File: config.mk
export PLATFORM = sky130hd
export DESIGN_NAME = utf8_stream_validator
export DESIGN_NICKNAME = d
export VERILOG_FILES = /design/src/sv/utf8v_pkg.sv /design/src/sv/utf8v_check.sv /design/src/sv/utf8_stream_validator.sv
export SDC_FILE = /design/constraint.sdc
export NUM_CORES = 1
export LEC_CHECK = 0
export BUFFER_PORTS_ARGS = -buffer_cell sky130_fd_sc_hd__buf_4
export CORE_UTILIZATION = 35
export CTS_CLUSTER_SIZE = 30
export DETAILED_ROUTE_END_ITERATION = 6
export SYNTH_ARGS = -nofsm -noshare
export SYNTH_HDL_FRONTEND = slang
export SYNTH_SLANG_ARGS = --single-unit
export TNS_END_PERCENT = 10
File: constraint.sdc
create_clock -name clock -period 3.15 [get_ports clock]
set_input_delay 0.315 -clock clock [delete_from_list [all_inputs] [get_ports clock]]
set_output_delay 0.315 -clock clock [all_outputs]
set_load 0.005 [all_outputs]
File: src/sv/utf8v_pkg.sv
`default_nettype none
// ----------------------------------------------------------------------------
// utf8v_pkg
// types and byte constants shared by the utf-8 stream validator
// ----------------------------------------------------------------------------
package utf8v_pkg;

   // allowed range of the first continuation byte after a lead byte
   typedef enum logic [2:0] {
      KIND_FULL = 3'd0,   // 0x80..0xbf
      KIND_E0   = 3'd1,   // 0xa0..0xbf
      KIND_ED   = 3'd2,   // 0x80..0x9f
      KIND_F0   = 3'd3,   // 0x90..0xbf
      KIND_F4   = 3'd4    // 0x80..0x8f
   } range_kind_type;

   typedef struct packed {
      logic [1:0]     pending_count;
      range_kind_type first_range_kind;
      logic           awaiting_first;
      logic           failed;
   } scan_state_type;

   localparam scan_state_type SCAN_RESET = '{
      pending_count:    2'd0,
      first_range_kind: KIND_FULL,
      awaiting_first:   1'b0,
      failed:           1'b0
   };

   localparam logic [7:0] BYTE_TAB       = 8'h09;
   localparam logic [7:0] BYTE_LF        = 8'h0A;
   localparam logic [7:0] BYTE_CR        = 8'h0D;
   localparam logic [7:0] BYTE_PRINT_LO  = 8'h20;
   localparam logic [7:0] BYTE_PRINT_HI  = 8'h7E;
   localparam logic [7:0] BYTE_LEAD2_LO  = 8'hC2;
   localparam logic [7:0] BYTE_LEAD2_HI  = 8'hDF;
   localparam logic [7:0] BYTE_E0        = 8'hE0;
   localparam logic [7:0] BYTE_ED        = 8'hED;
   localparam logic [7:0] BYTE_LEAD3_HI  = 8'hEF;
   localparam logic [7:0] BYTE_F0        = 8'hF0;
   localparam logic [7:0] BYTE_LEAD4_HI  = 8'hF3;
   localparam logic [7:0] BYTE_F4        = 8'hF4;
   localparam logic [7:0] CONT_LO        = 8'h80;
   localparam logic [7:0] CONT_HI        = 8'hBF;
   localparam logic [7:0] CONT_8F        = 8'h8F;
   localparam logic [7:0] CONT_90        = 8'h90;
   localparam logic [7:0] CONT_9F        = 8'h9F;
   localparam logic [7:0] CONT_A0        = 8'hA0;

endpackage
`default_nettype wire

File: src/sv/utf8v_check.sv
`default_nettype none
// ----------------------------------------------------------------------------
// utf8v_check
// next scan state for one byte of the text
// ----------------------------------------------------------------------------
module utf8v_check (
   input  wire  utf8v_pkg::scan_state_type cur_state,
   input  wire  [7:0]                      data_byte,
   output utf8v_pkg::scan_state_type       nxt_state
);
   import utf8v_pkg::*;

   logic cont_ok;
   logic first_ok;

   always_comb begin
      case (cur_state.first_range_kind)
         KIND_E0: first_ok = data_byte inside {[CONT_A0:CONT_HI]};
         KIND_ED: first_ok = data_byte inside {[CONT_LO:CONT_9F]};
         KIND_F0: first_ok = data_byte inside {[CONT_90:CONT_HI]};
         KIND_F4: first_ok = data_byte inside {[CONT_LO:CONT_8F]};
         default: first_ok = data_byte inside {[CONT_LO:CONT_HI]};
      endcase
      cont_ok = cur_state.awaiting_first ? first_ok : (data_byte inside {[CONT_LO:CONT_HI]});
   end

   always_comb begin
      nxt_state = cur_state;
      if (cur_state.failed) begin
         nxt_state = cur_state;
      end else if (cur_state.pending_count != 2'd0) begin
         if (cont_ok) begin
            nxt_state.pending_count    = cur_state.pending_count - 2'd1;
            nxt_state.awaiting_first   = 1'b0;
            nxt_state.first_range_kind = KIND_FULL;
         end else begin
            nxt_state        = SCAN_RESET;
            nxt_state.failed = 1'b1;
         end
      end else begin
         // lead byte position
         if (data_byte inside {BYTE_TAB, BYTE_LF, BYTE_CR, [BYTE_PRINT_LO:BYTE_PRINT_HI]}) begin
            nxt_state = cur_state;
         end else if (data_byte inside {[BYTE_LEAD2_LO:BYTE_LEAD2_HI]}) begin
            nxt_state = '{2'd1, KIND_FULL, 1'b1, 1'b0};
         end else if (data_byte == BYTE_E0) begin
            nxt_state = '{2'd2, KIND_E0, 1'b1, 1'b0};
         end else if (data_byte == BYTE_ED) begin
            nxt_state = '{2'd2, KIND_ED, 1'b1, 1'b0};
         end else if (data_byte inside {[BYTE_E0:BYTE_LEAD3_HI]}) begin
            nxt_state = '{2'd2, KIND_FULL, 1'b1, 1'b0};
         end else if (data_byte == BYTE_F0) begin
            nxt_state = '{2'd3, KIND_F0, 1'b1, 1'b0};
         end else if (data_byte inside {[BYTE_F0:BYTE_LEAD4_HI]}) begin
            nxt_state = '{2'd3, KIND_FULL, 1'b1, 1'b0};
         end else if (data_byte == BYTE_F4) begin
            nxt_state = '{2'd3, KIND_F4, 1'b1, 1'b0};
         end else begin
            nxt_state        = SCAN_RESET;
            nxt_state.failed = 1'b1;
         end
      end
   end

endmodule
`default_nettype wire

File: src/sv/utf8_stream_validator.sv
`default_nettype none
// ----------------------------------------------------------------------------
// utf8_stream_validator
// strict utf-8 checker over a byte stream, one verdict per text
// ----------------------------------------------------------------------------
// Feed the text one byte per beat, with tlast on its final byte. Nothing comes
// out for ordinary bytes; the beat that carries tlast produces exactly one
// result beat whose bit 0 is 1 when the whole text is well-formed utf-8 under
// the strict pattern (ascii limited to tab, lf, cr and 0x20..0x7e, no overlong
// forms, no surrogates, nothing above u+10ffff, no sequence left open) and 0
// otherwise. After the verdict the checker is back in its reset state, ready
// for the next text. One byte is taken every clock cycle unless the input
// stalls as below; the scan state is updated from the input register, and a
// verdict is registered on the result port once its last byte leaves it. A last
// byte waits in the input register only while the previous verdict is still
// held by the receiver, and then the input stalls for as long as that lasts.
// ----------------------------------------------------------------------------
module utf8_stream_validator (
   input  wire        clock,
   input  wire        reset,
   input  wire        req_tvalid,
   output logic       req_tready,
   input  wire  [7:0] req_tdata,    // [7:0] data_byte
   input  wire        req_tlast,    // last_byte
   output logic       rsp_tvalid,
   input  wire        rsp_tready,
   output logic [7:0] rsp_tdata     // [0] text_valid, [7:1] zero
);
   import utf8v_pkg::*;

   logic           in_valid_ff, in_valid_in;
   logic [7:0]     in_byte_ff;
   logic           in_last_ff;
   scan_state_type state_ff, state_in;
   scan_state_type state_nxt;
   logic           out_valid_ff, out_valid_in;
   logic           out_verdict_ff, out_verdict_in;
   logic           advance;

   utf8v_check u_check (
      .cur_state (state_ff),
      .data_byte (in_byte_ff),
      .nxt_state (state_nxt)
   );

   // a byte without tlast never waits on the result side
   assign advance    = in_valid_ff && (!in_last_ff || !out_valid_ff || rsp_tready);
   assign req_tready = !in_valid_ff || advance;

   always_comb begin
      in_valid_in    = in_valid_ff;
      state_in       = state_ff;
      out_valid_in   = out_valid_ff;
      out_verdict_in = out_verdict_ff;
      if (out_valid_ff && rsp_tready) begin
         out_valid_in = 1'b0;
      end
      if (advance) begin
         in_valid_in = 1'b0;
         if (in_last_ff) begin
            state_in       = SCAN_RESET;
            out_valid_in   = 1'b1;
            out_verdict_in = !state_nxt.failed && (state_nxt.pending_count == 2'd0);
         end else begin
            state_in = state_nxt;
         end
      end
      if (req_tvalid && req_tready) begin
         in_valid_in = 1'b1;
      end
   end

   always_ff @(posedge clock) begin
      if (reset) begin
         in_valid_ff  <= 1'b0;
         state_ff     <= SCAN_RESET;
         out_valid_ff <= 1'b0;
      end else begin
         in_valid_ff  <= in_valid_in;
         state_ff     <= state_in;
         out_valid_ff <= out_valid_in;
      end
   end

   always_ff @(posedge clock) begin
      if (req_tvalid && req_tready) begin
         in_byte_ff <= req_tdata;
         in_last_ff <= req_tlast;
      end
      out_verdict_ff <= out_verdict_in;
   end

   assign rsp_tvalid = out_valid_ff;
   assign rsp_tdata  = {7'd0, out_verdict_ff};

   // a failed scan never keeps a sequence open
   assert property (@(posedge clock) disable iff (reset)
      state_ff.failed |-> (state_ff.pending_count == 2'd0 && !state_ff.awaiting_first))
      else $error("failed scan still holds an open sequence");

   // waiting for a first continuation needs an open sequence
   assert property (@(posedge clock) disable iff (reset)
      state_ff.awaiting_first |-> (state_ff.pending_count != 2'd0))
      else $error("first continuation expected with nothing pending");

   // a narrowed range only exists while the first continuation is awaited
   assert property (@(posedge clock) disable iff (reset)
      (state_ff.first_range_kind != KIND_FULL) |-> state_ff.awaiting_first)
      else $error("narrowed range kind outside first continuation");

   // the last beat of a text clears the scan and raises a verdict
   assert property (@(posedge clock) disable iff (reset)
      (advance && in_last_ff) |=> (state_ff == SCAN_RESET && rsp_tvalid))
      else $error("last beat did not clear state or give a verdict");

   // a verdict never gets overwritten while it waits
   assert property (@(posedge clock) disable iff (reset)
      (out_valid_ff && !rsp_tready) |-> !(advance && in_last_ff))
      else $error("verdict overwritten before it was taken");

endmodule
`default_nettype wire

**Yosys cells after proc, flatten, opt, wreduce, memory -nomap -nowiden**

Index checks and enable logic that the tools add are counted.

- Add/subtract/negate cells: 1
- Eq/ne operators: 13
- Magnitude comparators: 14
- Multiplexer cells: 20
- Reduce and logical (&&, ||, !) cells: 26

Operator list:

| cell | number |
|---|---|
| 7-bit 2-to-1 mux | 11 |
| 8-bit greater-or-equal comparator, second input constant | 6 |
| 8-bit <= comparator, second input constant | 6 |
| 8-bit equality test, second input constant | 4 |
| 8-bit by 4-bit equality test with 1-bit output, second input constant | 3 |
| 1-bit logical AND | 13 |
| 8-bit by 6-bit greater-or-equal comparator with 1-bit output, second input constant | 1 |
| 8-bit by 7-bit <= comparator with 1-bit output, second input constant | 1 |
| 1-bit 2-to-1 mux | 7 |
| 3-bit by 2-bit equality test with 1-bit output, second input constant | 2 |
| 6-bit 2-to-1 mux | 1 |
| 1-bit logical NOT | 4 |
| 1-bit case mux with 4 select lines | 1 |
| 2-bit nonzero test | 2 |
| 4-bit nonzero test | 1 |
| 3-bit by 1-bit equality test with 1-bit output, second input constant | 1 |
| 3-bit equality test, second input constant | 1 |
| 1-bit logical OR | 3 |
| 3-bit by 2-bit != test with 1-bit output, second input constant | 1 |
| 3-bit AND reduction | 1 |
| 2-bit logical NOT | 1 |
| 2-bit != test, second input constant | 1 |
| 2-bit AND reduction | 1 |
| 2-bit by 1-bit subtractor with 2-bit output, second input constant | 1 |

- Input bits: 13
- Output and inout bits: 10
- Word-level logic and storage cells: 83
- Register bits after elaboration: 19

**Depth between registers and ports, before layout**

Gate-level depths: netlist of run 1.

- Word-level depth: 13
- Gate-level depth with buffers: 7
- Mapped depth without buffers: 6

**By module**

A second synthesis of run 1 with hierarchy kept.

- Cells, all modules: 98
- Area, all modules: 1,049.8 um^2

By module, submodules not included:

| module | seq. area each (um^2) | area an instance (um^2) | cells an instance | times used |
|---|---|---|---|---|
| utf8_stream_validator | 480.5 | 688.2 | 48 | 1 |
| utf8v_check | 0.0 | 361.6 | 50 | 1 |

**Least setup slack after synthesis of run 1**

No wires, ideal clock.

- Path type: flip-flop to flip-flop
- Start: reg in_byte_ff[1]
- End: reg out_verdict_ff, data pin
- Data required time: 2.980 ns
- Clock period less this slack: 1.862 ns
- Buffers on the path: 0
- Path slack: 1.288 ns
- Setup time: 0.170 ns
- Arrival: 1.692 ns
- Stages on the path, launching flop included: 7
- Cell sequence: edfxtp_1 > o21a_1 > o21a_1 > a221oi_2 > nor2_1 > a211o_1 > nor4_2

- Word-level cells in the longest chain between the ends: 13
- Elaborated cells on any way between the ends: 48
- Those cells by class: 14 x order compare; 7 x eq/ne; 14 x mux; 13 x reduce/logical

Ends and longest elaborated chain:

| item | line | text |
|---|---|---|
| start: declaration | utf8_stream_validator.sv:32 | `logic [7:0] in_byte_ff;` |
| start signal: assignment | utf8_stream_validator.sv:87 | `in_byte_ff <= req_tdata;` |
| 8-bit greater-or-equal comparator (tied with other cells) | utf8v_check.sv:54 | `end else if (data_byte inside {[BYTE_F0:BYTE_LEAD4_HI]}) begin` |
| 1-bit logical AND / 7-bit 2-to-1 mux (equally long branches) | utf8v_check.sv:54, utf8v_check.sv:56 |  |
| 7-bit 2-to-1 mux | utf8v_check.sv:54 |  |
| 7-bit 2-to-1 mux | utf8v_check.sv:52 | `end else if (data_byte == BYTE_F0) begin` |
| 7-bit 2-to-1 mux | utf8v_check.sv:50 | `end else if (data_byte inside {[BYTE_E0:BYTE_LEAD3_HI]}) begin` |
| 7-bit 2-to-1 mux | utf8v_check.sv:48 | `end else if (data_byte == BYTE_ED) begin` |
| 7-bit 2-to-1 mux | utf8v_check.sv:46 | `end else if (data_byte == BYTE_E0) begin` |
| 7-bit 2-to-1 mux | utf8v_check.sv:44 | `end else if (data_byte inside {[BYTE_LEAD2_LO:BYTE_LEAD2_HI]}) begin` |
| 7-bit 2-to-1 mux | utf8v_check.sv:42 | `if (data_byte inside {BYTE_TAB, BYTE_LF, BYTE_CR, [BYTE_PRINT_LO:BYTE_PRINT_HI]}) begin` |
| 7-bit 2-to-1 mux (*) | utf8v_check.sv:31 | `end else if (cur_state.pending_count != 2'd0) begin` |
| 7-bit 2-to-1 mux (*) | utf8v_check.sv:29 | `if (cur_state.failed) begin` |
| 2-bit logical NOT / 1-bit logical NOT (equally long branches) | utf8_stream_validator.sv:63 | `out_verdict_in = !state_nxt.failed && (state_nxt.pending_count == 2'd0);` |
| 1-bit logical AND (*) | utf8_stream_validator.sv:63 |  |
| end signal: assignment | utf8_stream_validator.sv:90 | `out_verdict_ff <= out_verdict_in;` |
| end: declaration | utf8_stream_validator.sv:37 | `logic out_verdict_ff, out_verdict_in;` |

Every way passes the cells marked *; elsewhere a longest branch is shown, timed or not. The select of a mux whose other input is x is not followed.
A chain may end at the register's enable or synchronous reset.

**Worst setup path in the final report of run 1**

Same ends and word-level chain as after synthesis.

==> flow_metrics.env, run 1 <==
export IMPL_synth_cell_types=42
export IMPL_rsz0062_at_grt="false"
export IMPL_fmax_mhz=486
export IMPL_die_area_mm2=0.00314
export IMPL_pwr_share_comb_pct=11.4
export IMPL_cts_setup_buffers=0
export IMPL_critical_path_required_ns=3.28
export IMPL_ios=23
export IMPL_synth_seq_cells=19
export IMPL_route_antenna_remaining_nets=0
export IMPL_power_share_sequential_pct=61.4
export IMPL_slowest_delay_ns=0.49
export IMPL_cp_common_cell="o21a_1"
export IMPL_syn_area_mm2=0.00102
export IMPL_place_ws_ns=1.12
export IMPL_hold_viol_final=0
export IMPL_grt_busiest_layer="met2"
export IMPL_dp_hpwl_um=1450
export IMPL_track_usage_pct=13.5
export IMPL_use_met2_pct=22.4
export IMPL_p_int_w=0.000348
export IMPL_syn_area_per_cell_um2=9.92
export IMPL_cp_num_buf_inv=0
export IMPL_worstPathMaxFanout=7
export IMPL_start_util_pct=37.1
export IMPL_register_area_um2=480
export IMPL_clk_path_buf_depth=2
export IMPL_drv_slew=0
export IMPL_switchingPower_w=0.000119
export IMPL_fillers=281
export IMPL_status="finished clean"
export IMPL_final_cell_mix="buf_4 (15), nor2_1 (13), edfxtp_1 (10)"
export IMPL_gr_usage_met1_pct=16.8
export IMPL_core_area_mm2=0.00276
export IMPL_arrival_ns=2.19
export IMPL_netSwitchingFraction_pct=25.5
export IMPL_syn_inst=103
export IMPL_power_density_mw_per_mm2=406
export IMPL_die_h_um=56.0
export IMPL_rrSetupSlack_ns=1.09
export IMPL_gp_congestion=0.797
export IMPL_hold_class="primary input to register"
export IMPL_leakagePower_nw=0.444
export IMPL_syn_to_final_growth_pct=12.5
export IMPL_max_slew_margin_rel_pct=39.9
export IMPL_setup_ws_ns=1.09
export IMPL_multiInputGateArea_um2=473
export IMPL_cts_made_buffers=3
export IMPL_use_met3_pct=3.26
export IMPL_vdd_ir_drop_worst_uv=271
export IMPL_grt_overflow=0
export IMPL_clock_sinks=19
export IMPL_nNetsFinal=132
export IMPL_drive_gt1_share_pct=19.7
export IMPL_crit_type="register to register"
export IMPL_finalSetupTns_ns=0
export IMPL_ys_warnings_count=0
export IMPL_via_per_inst=5.34
export IMPL_drc_errors=0
export IMPL_slowest_stage="edfxtp_1"
export IMPL_num_antenna_cells=0
export IMPL_clk_pin_slew_ns=0.11
export IMPL_startpoint_type="register"
export IMPL_vias=790
export IMPL_synth_ff_type="edfxtp_1"
export IMPL_grt_max_degree=11
export IMPL_synth_edf_count=10
export IMPL_htreeDepth=1
export IMPL_max_cap_violations=0
export IMPL_num_rows=19
export IMPL_port_buffers=15
export IMPL_grt_pass1_wl_um=3340
export IMPL_cts_tree="done"
export IMPL_hold_buffers=0
export IMPL_drt_first_pass_iters=4
export IMPL_crit_path_end_kind="register"
export IMPL_setup_viol=0
export IMPL_fin_crit_sh_pct=65.3
export IMPL_drt_iter0_markers=21
export IMPL_die_width_um=56.0
export IMPL_final_common_cell="buf_4"
export IMPL_period_needed_ns=2.06
export IMPL_synthArstFlopShare_pct=0
export IMPL_crit_chain="o21a_1 -> o21a_1 -> a221oi_2 -> nor2_1 -> a211o_1 -> nor4_2"
export IMPL_clockPowerShare_pct=27.2
export IMPL_grt_pass1_vias=736
export IMPL_drt_wl_total_um=1950
export IMPL_path_delay_family="compound AO/OA/AOI/OAI gates"
export IMPL_cts_root_buf="clkbuf_4"
export IMPL_clock_latency_ns=0.30
export IMPL_skew_ns=0.00331
export IMPL_antenna_found_initial=0
export IMPL_ctsResizeCount=0
export IMPL_seq_area_frac_synth_pct=47.0
export IMPL_tightest_slew_ns=0.897
export IMPL_wl_per_cell_um=13.2
==> Yosys cell counts, drive strengths merged, types with 2 or more instances <==
cell type | count | area share [%]
edfxtp | 10 | 29
nor2 | 13 | 4.8
a22o | 2 | 1.7
nor2b | 2 | 1.2
a21oi | 6 | 3.7
nand3b | 2 | 1.5
o21ai | 2 | 0.98
buf | 9 | 6.4
clkbuf | 2 | 0.73
nand3 | 2 | 0.98
a32o | 3 | 2.9
nand2 | 6 | 2.2
inv | 4 | 1.5
o21a | 3 | 2.2
nand4 | 3 | 1.8
dfxtp | 9 | 18
nor3 | 2 | 0.98
==> flip-flops by register name (all words and copies together) (netlist names) <==
| name | count |
|---|---|
| out_verdict_ff | 1 |
| state_ff | 7 |
| in_valid_ff | 1 |
| rsp_tvalid | 1 |
| in_last_ff | 1 |
| in_byte_ff | 8 |
==> worst paths after layout <==
kind,from,depth (start not counted),endpoint
setup / recovery,in_byte_ff[1],6,out_verdict_ff
hold / removal,req_tdata[6],1,in_byte_ff[6]
setup reg to reg,in_byte_ff[1],6,out_verdict_ff
hold reg to reg,state_ff[6],1,state_ff[6]
==> power groups by stage <==
| stage | Sequential, W | Clock (W) | Combinational, W |
|---|---|---|---|
| after floorplan | 0.000284 | 0 | 0.0000441 |
| after detailed placement | 0.000291 | 0 | 0.0000534 |
| after global placement | 0.000291 | 0 | 0.0000522 |
| after global routing | 0.000288 | 0.000136 | 0.0000601 |
| final | 0.000286 | 0.000127 | 0.0000533 |
| after CTS | 0.000286 | 0.000127 | 0.0000538 |
==> per-stage QoR <==
stage | cells | power [W] | instance area, µm² | hold slack, ns | utilization (%)
4_1_cts | 148 | 0.000467 | 1150 | 0.182 | 41.7
5_1_grt | 148 | 0.000484 | 1150 | 0.173 | 41.7
2_1_floorplan | 109 | 0.000329 | 1040 | 0.384 | -
3_3_place_gp | 144 | 0.000343 | 1120 | 0.461 | 40.7
6_report | 148 | 0.000467 | 1150 | 0.182 | 41.7
3_5_place_dp | 144 | 0.000345 | 1120 | 0.466 | 40.7
==> cells by family (layout without fill, tap and decap cells) <==
group,Yosys count,in the layout,synth area share [%]
buffers and inverters,16,24,8.93
other,1,7,0.367
adders and majority gates,1,1,1.22
DFF,19,19,47.0
and+or+nand+nor,38,38,20.2
AOI/OAI and AO/OA,28,28,22.3
==> cell type report <==
class | count | area share, %
Timing Repair Buffer | 15 | 9.79
Inverter | 5 | 1.63
Tap cell | 31 | 3.37
Sequential cell | 19 | 41.8
Clock buffer | 4 | 2.29
Multi-Input combinational cell | 74 | 41.1
==> per-layer routing <==
layer	vias to the layer above	part of all wire [%]
li1	401	-
met1	361	45
met2	22	48
met3	6	3.7
met4	0	2.4
met5	-	0
Note: power is estimated with default switching activity, not from simulation.
==> run 2, diff against run 1 <==
==> constraint.sdc (replaced) <==
create_clock -name clock -period 1.7 [get_ports clock]
set_input_delay 0.17 -clock clock [delete_from_list [all_inputs] [get_ports clock]]
set_output_delay 0.17 -clock clock [all_outputs]
set_load 0.005 [all_outputs]
==> flow_metrics.env, run 2 (synthesis results as in run 1) <==
export IMPL_fmax_mhz=563
export IMPL_vias=905
export IMPL_track_usage_pct=15.3
export IMPL_route_antenna_remaining_nets=0
export IMPL_final_cell_mix="buf_4 (43), nor2_1 (13), edfxtp_1 (10)"
export IMPL_rsz0062_at_grt="true"
export IMPL_antenna_found_initial=0
export IMPL_clockPowerShare_pct=25.0
export IMPL_final_cell_area_mm2=0.00138
export IMPL_num_antenna_cells=0
export IMPL_syn_to_final_growth_pct=34.9
export IMPL_drv_slew=0
export IMPL_core_area_mm2=0.00276
export IMPL_netSwitchingFraction_pct=24.6
export IMPL_start_util_pct=37.1
export IMPL_grt_pass1_vias=828
export IMPL_die_h_um=56.0
export IMPL_wl_per_cell_um=12.1
export IMPL_cts_made_buffers=3
export IMPL_arrival_ns=1.92
export IMPL_fillers=248
export IMPL_clk_pin_slew_ns=0.11
export IMPL_timing_rr_start="in_byte_ff[0]"
export IMPL_final_core_util_pct=50.0
export IMPL_hold_buffers=0
export IMPL_fin_crit_sh_pct=105
export IMPL_power_density_mw_per_mm2=659
export IMPL_leakagePower_nw=0.587
export IMPL_setup_ws_ns=-0.0777
export IMPL_largest_register_ff_count=8
export IMPL_drive_gt1_share_pct=37.2
export IMPL_hp_start="req_tlast"
export IMPL_num_rows=19
export IMPL_die_width_um=56.0
export IMPL_clk_path_buf_depth=2
export IMPL_nNetsFinal=160
export IMPL_dp_hpwl_um=1640
export IMPL_hold_viol_final=0
export IMPL_p_int_w=0.000684
export IMPL_switchingPower_w=0.000224
export IMPL_via_per_inst=5.14
export IMPL_hold_class="primary input to register"
export IMPL_clock_latency_ns=0.30
export IMPL_drt_first_pass_iters=4
export IMPL_pwr_share_comb_pct=18.1
export IMPL_skew_ns=0.0150
export IMPL_drc_errors=0
export IMPL_grt_overflow=0
export IMPL_reg_top3="in_byte_ff (8), state_ff (7)"
export IMPL_cts_root_buf="clkbuf_4"
export IMPL_period_needed_ns=1.78
export IMPL_status="finished, violations left"
export IMPL_startpoint="in_byte_ff[0]"
export IMPL_cts_tree="done"
export IMPL_port_buffers=15
export IMPL_top_register="in_byte_ff"
export IMPL_power_share_sequential_pct=56.9
export IMPL_worstPathMaxFanout=3
export IMPL_vdd_ir_drop_worst_uv=421
export IMPL_crit_path_end_kind="register"
export IMPL_violations="setup timing"
export IMPL_startpoint_type="register"
export IMPL_crit_type="register to register"
export IMPL_drt_wl_total_um=2120
export IMPL_ios=23
export IMPL_gp_congestion=0.860
export IMPL_setup_viol=2
export IMPL_drt_iter0_markers=14
export IMPL_critical_path_required_ns=1.84
export IMPL_grt_pass1_wl_um=3600
export IMPL_die_area_mm2=0.00314
export IMPL_final_common_cell="buf_4"
export IMPL_htreeDepth=1
export IMPL_place_area_mm2=0.00132
export IMPL_clock_sinks=19
export IMPL_grt_max_degree=11
export IMPL_max_cap_violations=0
-- run 2: power by group through the flow --
stage | logic [W] | clock network, W | registers (W)
final | 0.000164 | 0.000227 | 0.000517
after floorplan | 0.0000810 | 0 | 0.000527
after global routing | 0.000180 | 0.000259 | 0.000519
after CTS | 0.000160 | 0.000237 | 0.000516
after global placement | 0.000153 | 0 | 0.000526
after detailed placement | 0.000154 | 0 | 0.000527
-- run 2: stage by stage --
step           setup TNS [ns]  power (W)  setup slack [ns]  std cells  hold slack (ns)
2_1_floorplan         -0.0616   0.000608           -0.0613        109            0.239
3_3_place_gp           -0.419   0.000680            -0.122        170            0.348
3_5_place_dp           -0.417   0.000681            -0.112        170            0.349
4_1_cts               -0.0875   0.000913           -0.0831        176           0.0248
5_1_grt                -0.804   0.000958            -0.173        176          0.00789
6_report              -0.0805   0.000908           -0.0777        176           0.0329
-- run 2: layout make-up --
cell class / count / area [µm²] / share of cell area (%)
well taps: 31 / 38.8 / 2.81
inverters: 5 / 18.8 / 1.36
flip-flops and latches: 19 / 480 / 34.8
clock buffers: 4 / 26.3 / 1.91
repair buffers: 43 / 323 / 23.4
multi-input cells: 74 / 492 / 35.7
-- run 2: timing repair --
item                       4_1_cts  5_1_grt
pin swaps                        0        1
resized for setup                1        2
setup endpoints to repair        6        8
cloned                           0        0
buffers inserted                 2        0
-- run 2: per-layer routing --
layer	routed length (µm)	part of all wire (%)	track usage [%]	up-vias
li1	-	-	-	459
met1	1010	48	19.5	421
met2	993	47	23.5	21
met3	61	2.9	3.49	4
met4	55	2.6	9.41	0
met5	0	0	0	-
-- run 2: path summary, 6_finish.rpt --
check                    to  slack (ns)  cells past startpoint
min reg2reg     state_ff[6]        0.48                      1
max reg2reg  out_verdict_ff       -0.08                      6
min              in_last_ff        0.03                      1
max          out_verdict_ff       -0.08                      6
-- run 2: critical path, stage by stage (launching register included) --
cell and delay [ns]:
edfxtp_1 0.42, o21a_1 0.22, o21a_1 0.20, a221oi_2 0.28
nor2_1 0.08, a211o_1 0.29, nor4_2 0.14
==> run 3, diff against run 2 <==
--- a/config.mk
+++ b/config.mk
@@ -5,6 +5,7 @@
 export SDC_FILE = /design/constraint.sdc
 export NUM_CORES = 1
 export LEC_CHECK = 0
+export ABC_AREA = 1
 export BUFFER_PORTS_ARGS = -buffer_cell sky130_fd_sc_hd__buf_4
 export CORE_UTILIZATION = 35
 export CTS_CLUSTER_SIZE = 30
==> flow_metrics.env, run 3 <==
export IMPL_timing_rr_start="in_byte_ff[4]"
export IMPL_num_antenna_cells=0
export IMPL_top_register="in_byte_ff"
export IMPL_synth_cell_types=22
export IMPL_final_common_cell="nand2_1"
export IMPL_grt_pass1_vias=897
export IMPL_cts_made_buffers=3
export IMPL_dp_cells=216
export IMPL_port_buffers=15
export IMPL_start_util_pct=37.0
export IMPL_crit_type="register to register"
export IMPL_clk_path_buf_depth=2
export IMPL_hold_slack_ns=0.0434
export IMPL_power_density_mw_per_mm2=704
export IMPL_nNetsFinal=195
export IMPL_die_h_um=59.0
export IMPL_ys_warnings_count=0
export IMPL_cts_root_buf="clkbuf_4"
export IMPL_drt_iter0_markers=38
export IMPL_vias=993
export IMPL_status="finished clean"
export IMPL_drive_gt1_share_pct=22.8
export IMPL_gp_congestion=0.869
export IMPL_synth_ff_type="edfxtp_1"
export IMPL_instances_no_fill=224
export IMPL_via_per_inst=4.43
export IMPL_yosysMostFrequentCell="nand2_1"
export IMPL_skew_ns=0.00629
export IMPL_drt_wl_total_um=2110
export IMPL_core_area_mm2=0.00308
export IMPL_route_antenna_remaining_nets=0
export IMPL_synth_top_area_share_pct=26.4
export IMPL_antenna_found_initial=0
export IMPL_synth_common_cells="nand2_1 (37), nor2_1 (22), inv_1 (21)"
export IMPL_drv_slew=0
export IMPL_p_total_w=0.000943
export IMPL_startpoint_type="register"
export IMPL_worstPathMaxFanout=5
export IMPL_fmax_mhz=626
export IMPL_synth_edf_count=10
export IMPL_fin_crit_sh_pct=93.9
export IMPL_period_needed_ns=1.60
export IMPL_setup_viol=0
export IMPL_syn_area_mm2=0.00114
export IMPL_setup_ws_ns=0.103
export IMPL_critical_path_required_ns=1.77
export IMPL_syn_area_per_cell_um2=7.16
export IMPL_synthArstFlopShare_pct=0
export IMPL_hold_buffers=0
export IMPL_max_cap_violations=0
export IMPL_vdd_ir_drop_worst_uv=418
export IMPL_ios=23
export IMPL_seq_area_frac_synth_pct=42.2
export IMPL_hp_start="req_tdata[0]"
export IMPL_crit_path_end_kind="register"
export IMPL_place_ws_ns=0.0593
export IMPL_reg_top3="in_byte_ff (8), state_ff (7)"
export IMPL_clock_latency_ns=0.30
export IMPL_die_width_um=59.0
export IMPL_rr_worst_depth=13
export IMPL_die_area_mm2=0.00349
export IMPL_ys_top_cells_by_area="edfxtp_1 (26%), dfxtp_1 (16%), nand2_1 (12%)"
export IMPL_hold_class="primary input to register"
export IMPL_grt_max_degree=12
export IMPL_clock_sinks=19
export IMPL_final_cell_mix="nand2_1 (36), inv_1 (21), nor2_1 (20)"
export IMPL_r2r_end="out_verdict_ff"
export IMPL_syn_to_final_growth_pct=17.7
export IMPL_wl_per_cell_um=9.43
export IMPL_cts_tree="done"
export IMPL_syn_inst=159
export IMPL_grt_overflow=0
export IMPL_num_rows=20
export IMPL_yosys_area_top_type="edfxtp_1"
export IMPL_synth_seq_cells=19
export IMPL_arrival_ns=1.67
export IMPL_rrSetupSlack_ns=0.10
export IMPL_track_usage_pct=13.7
export IMPL_clk_pin_slew_ns=0.11
export IMPL_hold_viol_final=0
export IMPL_htreeDepth=1
export IMPL_min_delay_worst_endpoint="in_byte_ff[0]"
export IMPL_grt_pass1_wl_um=3570
export IMPL_drc_errors=0
export IMPL_whs_path_depth=1
export IMPL_drt_first_pass_iters=4
export IMPL_dp_hpwl_um=1700
export IMPL_leakagePower_nw=0.620
export IMPL_largest_register_ff_count=8
run 3: cell count changes after synthesis, moves of 3 or more:
cell / previous run / this run
nand3_1: 2 / 16
nand4_1: 3 / 0
nor2_1: 13 / 22
a32o_1: 3 / 0
a21oi_1: 4 / 7
nand2_2: 0 / 7
inv_2: 0 / 3
o21ai_1: 0 / 4
inv_1: 4 / 21
nand2_1: 6 / 37
run 3: cell families (layout without fill, tap and decap cells):
| group | Yosys count | after routing | share of synthesized area [%] |
|---|---|---|---|
| other | 1 | 7 | 0.329 |
| AND/OR/NAND/NOR | 85 | 85 | 32.7 |
| buffers and inverters | 32 | 47 | 13.2 |
| AO/OA/AOI/OAI | 21 | 21 | 10.4 |
| flip-flops | 19 | 19 | 42.2 |
| adder cells (fa/ha/maj) | 1 | 1 | 1.10 |
run 3: final cells by class:
type / instances / area (µm²)
Clock buffer: 3 / 22.5
Clock inverter: 1 / 5.00
Fill cell: 326 / 1740
Inverter: 24 / 90.1
Multi-Input combinational cell: 114 / 544
Sequential cell: 19 / 480
Tap cell: 44 / 55.1
Timing Repair Buffer: 19 / 143
run 3: worst max-delay path by stage:
stage / slack, ns / from / to
6_report: 0.10 / in_byte_ff[4] / out_verdict_ff
5_1_grt: -0.03 / in_byte_ff[5] / out_verdict_ff
4_1_cts: 0.05 / in_byte_ff[4] / out_verdict_ff
3_5_place_dp: 0.06 / in_byte_ff[4] / out_verdict_ff
3_3_place_gp: 0.06 / in_byte_ff[4] / out_verdict_ff
2_1_floorplan: 0.25 / in_byte_ff[4] / out_verdict_ff
run 3: stage by stage:
step	TNS [ns]	util, %	instance area, µm²
6_report	0	43.5	1340
5_1_grt	-0.0530	43.5	1340
4_1_cts	0	42.1	1300
3_5_place_dp	0	41.2	1270
3_3_place_gp	0	41.2	1270
2_1_floorplan	0	-	1160
run 3: critical path: stages, from the launching register on:
cell and delay [ns]:
edfxtp_1 0.46, buf_4 0.18, nand2_1 0.06, nand2_1 0.04, nand2_1 0.06, nand2_1 0.05, nand3_1 0.11, nand3_1 0.09
nand2_1 0.07, inv_1 0.04, nand2_1 0.07, nand2_1 0.06, nand2_1 0.06, nor2_1 0.03
run 3: power breakdown:
group,switching [W],internal (W),total (W),leakage (nW)
clock network,0.000138,0.0000877,0.000225,0.0177
logic,0.000102,0.0000765,0.000178,0.431
registers,0.0000263,0.000513,0.000540,0.171
total,0.000266,0.000677,0.000943,0.620
run 3: repair_timing:
action	in CTS	in global routing
gates resized for setup	0	5
buffers inserted	0	4
endpoints found under the setup margin	0	5
run 3: metal layers:
layer	routed length, µm	track usage [%]
met1	1020	17.2
met2	966	21.9
met3	98	4.59
met4	29	4.76
met5	0	0
